File: config.mk
export PLATFORM = sky130hd
export DESIGN_NAME = clock_page_replacement_core
export DESIGN_NICKNAME = d
export VERILOG_FILES = /design/src/sv/cpr_pkg.sv /design/src/sv/clock_page_replacement_core.sv /design/src/sv/cpr_ctrl.sv /design/src/sv/cpr_dpath.sv
export SDC_FILE = /design/constraint.sdc
export NUM_CORES = 2
export LEC_CHECK = 0
export ABC_AREA = 1
export BUFFER_PORTS_ARGS = -buffer_cell sky130_fd_sc_hd__buf_2
export CORE_UTILIZATION = 23
export CTS_BUF_LIST = sky130_fd_sc_hd__clkbuf_8
export DETAILED_ROUTE_END_ITERATION = 6
export GPL_ROUTABILITY_DRIVEN = 0
export HOLD_SLACK_MARGIN = 0.15
export PLACE_DENSITY = 0.47
export REMOVE_ABC_BUFFERS = 1
export SKIP_LAST_GASP = 1
export SLEW_MARGIN = 5
export SYNTH_ARGS = -nofsm -noshare
export SYNTH_HDL_FRONTEND = slang
export SYNTH_SLANG_ARGS = --single-unit
File: constraint.sdc
create_clock -name clk -period 4.6 [get_ports clk]
set_input_delay 0.23 -clock clk [delete_from_list [all_inputs] [get_ports clk]]
set_output_delay 0.23 -clock clk [all_outputs]
set_load 0.03 [all_outputs]
File: src/sv/cpr_pkg.sv
// Shared types and codes for the clock page replacement block.
package cpr_pkg;

  // Command codes carried on in_command
  typedef enum logic [1:0] {
    CMD_INSERT = 2'd0,
    CMD_REMOVE = 2'd1,
    CMD_TOUCH  = 2'd2,
    CMD_SELECT = 2'd3
  } cmd_t;

  // Result codes carried on out_status
  typedef enum logic [1:0] {
    ST_OK     = 2'd0,
    ST_EMPTY  = 2'd1,
    ST_DUP    = 2'd2,
    ST_ABSENT = 2'd3
  } status_t;

  localparam int VICTIM_W = 6;
  localparam int SLOT_W   = 6;

  // Per-frame flag word
  typedef struct packed {
    logic pres;
    logic refd;
  } flags_t;

  // Controller to datapath commands
  typedef struct packed {
    logic clr;   // clear one flag entry
    logic acc;   // take an input word, issue reads
    logic look;  // evaluate the command on read data
    logic link;  // second link write of an insert
    logic step;  // issue reads at the walk pointer
    logic walk;  // evaluate one frame under the walk pointer
    logic emit;  // load the output register
  } ctl_t;

  // Datapath to controller status
  typedef struct packed {
    logic clr_last;
    logic go_link;
    logic go_step;
    logic found;
    logic out_free;
  } stat_t;

endpackage

File: src/sv/clock_page_replacement_core.sv
// Top level of the clock (second-chance) page replacement block.
//
//   channel | ports                                  | word accepted when
//   --------+----------------------------------------+---------------------
//   in      | in_command, in_frame_slot               | in_valid & in_ready
//   out     | out_victim, out_status                  | out_valid & out_ready
//
// Remove, touch and an insert into an empty ring pass through S_LOOK and S_DONE after
// the accept; an insert behind an existing tail adds S_LINK for the tail link write.
// Select walks the ring from the hand, through S_STEP and S_WALK for every frame it
// inspects, as the reads of the flag and link memories are registered.
// After reset a pass over all NUM_FRAMES entries clears the flag memory; in_ready
// stays low until it ends. One word is worked at a time; a result waits in
// the output register, and a stalled output holds the next result in S_DONE.
module clock_page_replacement_core #(
  parameter int NUM_FRAMES = 64
) (
  input  logic                         clk,
  input  logic                         rst_n,
  input  logic                         in_valid,
  output logic                         in_ready,
  input  logic [1:0]                   in_command,
  input  logic [cpr_pkg::SLOT_W-1:0]   in_frame_slot,
  output logic                         out_valid,
  input  logic                         out_ready,
  output logic [cpr_pkg::VICTIM_W-1:0] out_victim,
  output logic [1:0]                   out_status
);
  import cpr_pkg::*;

  ctl_t  ctl;
  stat_t st;

  // Sequencer
  cpr_ctrl u_ctrl (
    .clk      (clk),
    .rst_n    (rst_n),
    .in_valid (in_valid),
    .in_ready (in_ready),
    .st       (st),
    .ctl      (ctl)
  );

  // Ring storage and results
  cpr_dpath #(
    .NUM_FRAMES (NUM_FRAMES)
  ) u_dpath (
    .clk           (clk),
    .rst_n         (rst_n),
    .ctl           (ctl),
    .st            (st),
    .in_command    (in_command),
    .in_frame_slot (in_frame_slot),
    .out_valid     (out_valid),
    .out_ready     (out_ready),
    .out_victim    (out_victim),
    .out_status    (out_status)
  );

endmodule

File: src/sv/cpr_ctrl.sv
// Sequencer for the clock page replacement block.
module cpr_ctrl (
  input  logic           clk,
  input  logic           rst_n,
  input  logic           in_valid,
  output logic           in_ready,
  input  cpr_pkg::stat_t st,
  output cpr_pkg::ctl_t  ctl
);
  import cpr_pkg::*;

  typedef enum logic [6:0] {
    S_CLEAR = 7'b0000001,
    S_IDLE  = 7'b0000010,
    S_LOOK  = 7'b0000100,
    S_LINK  = 7'b0001000,
    S_STEP  = 7'b0010000,
    S_WALK  = 7'b0100000,
    S_DONE  = 7'b1000000
  } state_t;

  state_t state_r, state_nxt;

  // Next state and commands
  always_comb begin
    state_nxt = state_r;
    ctl       = '0;
    unique case (state_r)
      S_CLEAR: begin
        ctl.clr = 1'b1;
        if (st.clr_last) state_nxt = S_IDLE;
      end
      S_IDLE: begin
        if (in_valid) begin
          ctl.acc   = 1'b1;
          state_nxt = S_LOOK;
        end
      end
      S_LOOK: begin
        ctl.look = 1'b1;
        if (st.go_link)      state_nxt = S_LINK;
        else if (st.go_step) state_nxt = S_STEP;
        else                 state_nxt = S_DONE;
      end
      S_LINK: begin
        ctl.link  = 1'b1;
        state_nxt = S_DONE;
      end
      S_STEP: begin
        ctl.step  = 1'b1;
        state_nxt = S_WALK;
      end
      S_WALK: begin
        ctl.walk  = 1'b1;
        state_nxt = st.found ? S_DONE : S_STEP;
      end
      S_DONE: begin
        if (st.out_free) begin
          ctl.emit  = 1'b1;
          state_nxt = S_IDLE;
        end
      end
      default: state_nxt = S_CLEAR;
    endcase
  end

  assign in_ready = (state_r == S_IDLE);

  // Hold state
  always_ff @(posedge clk) begin
    if (!rst_n) state_r <= S_CLEAR;
    else        state_r <= state_nxt;
  end

endmodule

File: src/sv/cpr_dpath.sv
// Ring storage, pointers and result registers for the clock page replacement block.
module cpr_dpath #(
  parameter int NUM_FRAMES = 64
) (
  input  logic                           clk,
  input  logic                           rst_n,
  input  cpr_pkg::ctl_t                  ctl,
  output cpr_pkg::stat_t                 st,
  input  logic [1:0]                     in_command,
  input  logic [cpr_pkg::SLOT_W-1:0]     in_frame_slot,
  output logic                           out_valid,
  input  logic                           out_ready,
  output logic [cpr_pkg::VICTIM_W-1:0]   out_victim,
  output logic [1:0]                     out_status
);
  import cpr_pkg::*;

  localparam int FW = $clog2(NUM_FRAMES);
  localparam int LW = FW + 1;
  localparam logic [LW-1:0] NONE = LW'(NUM_FRAMES);

  // Memories
  flags_t        flags_mem [NUM_FRAMES];
  logic [LW-1:0] next_mem  [NUM_FRAMES];
  logic [LW-1:0] prev_mem  [NUM_FRAMES];

  logic          fl_we, nx_we, pv_we;
  logic [FW-1:0] fl_wa, nx_wa, pv_wa, rd_a;
  flags_t        fl_wd;
  logic [LW-1:0] nx_wd, pv_wd;

  flags_t        fl_rd_r;
  logic [LW-1:0] nx_rd_r, pv_rd_r;

  // Registers
  logic [1:0]          cmd_r;
  logic [FW-1:0]       fidx_r, h_r, h_nxt, clr_cnt_r;
  logic                fbad_r;
  logic [LW-1:0]       first_r, first_nxt, last_r, last_nxt, hand_r, hand_nxt;
  logic [1:0]          res_status_r, res_status_nxt;
  logic [VICTIM_W-1:0] res_victim_r, res_victim_nxt;
  logic                out_valid_r;
  logic [VICTIM_W-1:0] out_victim_r;
  logic [1:0]          out_status_r;
  logic [LW-1:0]       fidx_l;
  logic [LW-1:0]       walk_next;

  assign fidx_l    = LW'(fidx_r);
  assign walk_next = (nx_rd_r == NONE) ? first_r : nx_rd_r;

  // Status to the controller
  always_comb begin
    st.clr_last = (clr_cnt_r == FW'(NUM_FRAMES - 1));
    st.go_link  = (cmd_r == CMD_INSERT) && !fbad_r && !fl_rd_r.pres && (last_r != NONE);
    st.go_step  = (cmd_r == CMD_SELECT) && (first_r != NONE);
    st.found    = !fl_rd_r.refd;
    st.out_free = !out_valid_r || out_ready;
  end

  // Read address: frame on accept (hand for select), walk pointer on a step
  always_comb begin
    rd_a = '0;
    if (ctl.step) rd_a = h_r;
    if (ctl.acc) begin
      if (in_command == CMD_SELECT) rd_a = hand_r[FW-1:0];
      else                          rd_a = FW'(in_frame_slot);
    end
  end

  // Command execution and memory writes
  always_comb begin
    fl_we = 1'b0; fl_wa = fidx_r; fl_wd = '0;
    nx_we = 1'b0; nx_wa = fidx_r; nx_wd = NONE;
    pv_we = 1'b0; pv_wa = fidx_r; pv_wd = last_r;
    first_nxt      = first_r;
    last_nxt       = last_r;
    hand_nxt       = hand_r;
    h_nxt          = h_r;
    res_status_nxt = res_status_r;
    res_victim_nxt = res_victim_r;

    if (ctl.clr) begin
      fl_we = 1'b1;
      fl_wa = clr_cnt_r;
    end

    if (ctl.look) begin
      res_status_nxt = ST_OK;
      res_victim_nxt = '0;
      if (cmd_r == CMD_SELECT) begin
        if (first_r == NONE) begin
          res_status_nxt = ST_EMPTY;
        end else if (hand_r == NONE) begin
          h_nxt = first_r[FW-1:0];
        end else begin
          h_nxt = walk_next[FW-1:0];
        end
      end else if (fbad_r) begin
        res_status_nxt = ST_ABSENT;
      end else begin
        case (cmd_r)
          CMD_INSERT: begin
            if (fl_rd_r.pres) begin
              res_status_nxt = ST_DUP;
            end else begin
              // append at the back; the old tail is linked in next cycle
              fl_we      = 1'b1;
              fl_wd.pres = 1'b1;
              nx_we      = 1'b1;
              pv_we      = 1'b1;
              if (last_r == NONE) begin
                first_nxt = fidx_l;
                last_nxt  = fidx_l;
              end
            end
          end
          CMD_TOUCH: begin
            if (!fl_rd_r.pres) begin
              res_status_nxt = ST_ABSENT;
            end else begin
              fl_we      = 1'b1;
              fl_wd.pres = 1'b1;
              fl_wd.refd = 1'b1;
            end
          end
          default: begin
            if (!fl_rd_r.pres) begin
              res_status_nxt = ST_ABSENT;
            end else begin
              // unlink; a hand on this frame falls back to its predecessor (none at the head)
              fl_we = 1'b1;
              if (hand_r == fidx_l) hand_nxt = pv_rd_r;
              if (pv_rd_r == NONE) begin
                first_nxt = nx_rd_r;
              end else begin
                nx_we = 1'b1;
                nx_wa = pv_rd_r[FW-1:0];
                nx_wd = nx_rd_r;
              end
              if (nx_rd_r == NONE) begin
                last_nxt = pv_rd_r;
              end else begin
                pv_we = 1'b1;
                pv_wa = nx_rd_r[FW-1:0];
                pv_wd = pv_rd_r;
              end
            end
          end
        endcase
      end
    end

    if (ctl.link) begin
      nx_we    = 1'b1;
      nx_wa    = last_r[FW-1:0];
      nx_wd    = fidx_l;
      last_nxt = fidx_l;
    end

    if (ctl.walk) begin
      if (fl_rd_r.refd) begin
        // second chance: clear and move on
        fl_we      = 1'b1;
        fl_wa      = h_r;
        fl_wd.pres = 1'b1;
        h_nxt      = walk_next[FW-1:0];
      end else begin
        hand_nxt       = LW'(h_r);
        res_status_nxt = ST_OK;
        res_victim_nxt = VICTIM_W'(h_r);
      end
    end
  end

  // Memory ports
  always_ff @(posedge clk) begin
    if (fl_we) flags_mem[fl_wa] <= fl_wd;
    if (nx_we) next_mem[nx_wa]  <= nx_wd;
    if (pv_we) prev_mem[pv_wa]  <= pv_wd;
    fl_rd_r <= flags_mem[rd_a];
    nx_rd_r <= next_mem[rd_a];
    pv_rd_r <= prev_mem[rd_a];
  end

  // Payload registers
  always_ff @(posedge clk) begin
    if (ctl.acc) begin
      cmd_r  <= in_command;
      fidx_r <= FW'(in_frame_slot);
      fbad_r <= (32'(in_frame_slot) >= NUM_FRAMES);
    end
    h_r          <= h_nxt;
    res_status_r <= res_status_nxt;
    res_victim_r <= res_victim_nxt;
    if (ctl.emit) begin
      out_victim_r <= res_victim_r;
      out_status_r <= res_status_r;
    end
  end

  // Control registers
  always_ff @(posedge clk) begin
    if (!rst_n) begin
      first_r     <= NONE;
      last_r      <= NONE;
      hand_r      <= NONE;
      clr_cnt_r   <= '0;
      out_valid_r <= 1'b0;
    end else begin
      first_r <= first_nxt;
      last_r  <= last_nxt;
      hand_r  <= hand_nxt;
      if (ctl.clr) clr_cnt_r <= clr_cnt_r + 1'b1;
      if (ctl.emit)          out_valid_r <= 1'b1;
      else if (out_ready)    out_valid_r <= 1'b0;
    end
  end

  assign out_valid  = out_valid_r;
  assign out_victim = out_victim_r;
  assign out_status = out_status_r;

endmodule
==> results.md <==
- Syn-to-layout area delta: 15.4%
- FFs w/ async S/R, synth: 0
- Setup violators final: 0
- Crit-path max FO: 16
- Final-layout fill cell count: 22683
- Status: finished clean
- Layout cells sized above 1: 0.0884
- Vias in the first global route: approximately 34000
- All-Layer GR Usage: 0.137
- Initial DRC count: 2985
- VDD IR max: 0.000289 V
- Post-route total power: 21.2 mW
- Max Slew Vio Count: 0
- Placement Cell Area: 53100 um^2
- Crit path DAT: ~4300 ps
- Yosys reg bits: 1105
- Synth top area cells: edfxtp_1 (63%), nand3_1 (12%), nand2_1 (7.2%)
- Top_reg_cell synth: edfxtp_1
- Initial antenna violation count: 3
- Syn Area/Cell: 10.2 um^2
- Sequential Power Share: 0.527
- Worst Hold Slack: 292 ps
- Fmax: between 200 and 300 MHz
- Crit. End Element: register
- Skew final: 70.6 ps
- First-pass GRT wire length: 225 mm
- Pre-CTS WS: approximately 830 ps
- Final wirelength: 151 mm
- Leakage Power: 22.1 nW
- CTS tree: yes
- Chip width: 465 um
- Min Tclk post-route: between 3000 and 4000 ps
- Syn Inst Count: 4831
- Synth warn: 0
- Routed WL per cell: 19.2 um
- Setup repair bufs after CTS: 0
- Combinational power share: 0.065
- Root Driver: clkbuf_8
- Starting Density: 0.232
- RSZ-0062 raised after global routing: no
- Die area: 217000 um^2
- Non-Filler Instances: 7868
- Leading area contributor after synthesis: edfxtp_1
- Slew headroom: 0.295
- Finished Cell Area: 57000 um^2
- Final WS setup: 798 ps
- Pwr dens: 372 nW/um^2
- Final period util: 0.827
- TritonCTS Buffers: 190
- Seq/Total Area, Yosys: 0.659
- Clk sinks: 1105
- Via-to-Cell Ratio: 4.43
- Final Hold Fails: 0
- Die height: between 400 and 500 um
- Placed Cells: 7503
- Mapped cell area: between 40000 and 50000 um^2
- EDFF count, synth: 1040
- Actual slew at the worst max-slew pin: around 1100 ps
- DRC Markers: 0
- Critical setup path kind: reg2reg
- Io pins: 22
- Hpwl dp: 87.5 mm
- Psw: 5.40 mW
- Switching Fraction: 0.255
- Fin nets: 4910
- Clk_lat worst skew: 940 ps
- Total congestion overflow: 0
- CP required: 5100 ps
- Port Buf Inserts: 21
- Leading cell types by count after synthesis: nand3_1 (1176), edfxtp_1 (1040), nand2_1 (948)
- Cell with the most instances after synthesis: nand3_1
- Clock power frac: 0.408
- Max cap viols: 0
- Worst Setup Start Kind: register
- Htree depth: 4
- 1st-pass router iterations: 6
- Yosys top cell area share: 0.633
- Hold Crit Class: in2reg
- ANT nets after route: 0
- Core Area: between 200000 and 250000 um^2
- Via count: 34887
- Largest net degree at the start of global routing: 139
- Unique cell type count in the Yosys netlist: 48
- Sequential cell area: between 30000 and 40000 um^2
- Multi-input gate area: 13100 um^2
- Max Buffers Root-to-Sink: 3
- Clk pin slew, worst setup/hold paths: around 60 ps
- # rows: between 150 and 200
- Int Power: between 15 and 20 mW
[per-stage QoR]
stage	TNS (ps)	util
6_report	0	0.268
5_1_grt	0	0.268
4_1_cts	0	0.268
3_5_place_dp	0	0.250
3_3_place_gp	0	0.250
2_1_floorplan	-230610	-
[what timing repair did]
| item | in CTS | in global routing |
|---|---|---|
| hold buffers | 20 | 0 |
| hold endpoints to repair | 48 | 0 |
| resized for setup | 0 | 0 |
| endpoints found under the setup margin | 0 | 0 |
[cell families after synthesis]
family | count (synthesis) | share of synthesized area
simple gates | 2543 | 0.238
mux | 3 | 0.000608
compound gates | 174 | 0.0202
xor+xnor | 2 | 0.000355
fa+ha+maj | 4 | 0.00101
flops | 1105 | 0.659
buf+inv | 1000 | 0.0814
[worst paths after layout]
kind / from / to / slack (ps) / cells past startpoint
worst min-delay path: in_valid / u_ctrl.state_r[2] / 290 / 4
worst max-delay path: u_ctrl.state_r[1] / u_dpath.prev_mem[12][5] / 800 / 11
worst max register to register: u_ctrl.state_r[1] / u_dpath.prev_mem[12][5] / 800 / 11
worst min register to register: u_dpath.res_status_r[1] / u_dpath.out_status[1] / 420 / 0
[per-layer routing]
| layer | global-route usage | wire [um] | up-vias |
|---|---|---|---|
| li1 | - | - | 16474 |
| met1 | 0.186 | 68800 | 17177 |
| met2 | 0.221 | 70300 | 954 |
| met3 | 0.0226 | 7790 | 282 |
| met4 | 0.0438 | 4260 | 0 |
| met5 | 0 | 0 | - |
[worst max-delay path, cell delays in order, from the launching register on]
cell,delay [ps]
dfxtp_1,310
inv_1,100
nand2_1,110
inv_2,90
nand4_4,260
nor2_4,280
nand4_4,300
a21boi_1,470
inv_1,130
nor2_1,170
nand2_1,380
nor2_1,760
[flip-flops by register name, indices dropped and copies added (netlist names)]
name	cells
u_dpath.res_victim_r	6
u_dpath.out_valid	1
u_dpath.out_victim	6
u_dpath.out_status	2
u_dpath.cmd_r	2
u_dpath.res_status_r	2
u_dpath.prev_mem	448
u_dpath.next_mem	448
u_dpath.flags_mem	128
u_dpath.last_r	7
u_dpath.hand_r	7
u_dpath.fidx_r	6
u_dpath.fl_rd_r	2
u_dpath.clr_cnt_r	6
u_ctrl.state_r	7
u_dpath.pv_rd_r	7
u_dpath.first_r	7
u_dpath.h_r	6
u_dpath.nx_rd_r	7
[placed cells by master, fill, tap and decap left out, types with 6 or more instances in the layout]
master | netlist | final
clkinv_1 | 0 | 34
inv_1 | 709 | 774
nor2_1 | 234 | 233
clkbuf_8 | 0 | 203
buf_12 | 0 | 27
clkinv_2 | 0 | 19
o22ai_4 | 0 | 14
o22a_1 | 6 | 6
dlygate4sd3_1 | 0 | 20
buf_4 | 36 | 80
nand4_1 | 23 | 23
nand3_2 | 9 | 9
buf_2 | 97 | 21
nand3b_1 | 117 | 117
edfxtp_1 | 1040 | 1040
inv_2 | 13 | 14
dfxtp_1 | 65 | 65
o21ai_2 | 7 | 7
nand2_1 | 948 | 944
o21ai_0 | 76 | 74
a21oi_1 | 45 | 45
nand3_1 | 1176 | 1174
nor3_1 | 9 | 9
o211ai_1 | 8 | 8
[power by group through the flow]
stage,registers [mW],clock network (mW),logic [mW]
floorplan,11.3,0,0.865
global placement,11.4,0,1.35
detailed placement,11.4,0,1.36
CTS,11.2,8.86,1.38
global route,11.2,9.28,1.51
finish,11.2,8.65,1.37
[area by class of cell]
class / count / share of cell area
multi-input cells: 2726 / 0.230
repair buffers: 148 / 0.0254
clock buffers: 203 / 0.0490
flip-flops and latches: 1105 / 0.571
well taps: 2821 / 0.0620
diodes: 3 / 0.000132
inverters: 723 / 0.0477
clock inverters: 139 / 0.0143
Note: power is estimated with default switching activity, not from simulation.
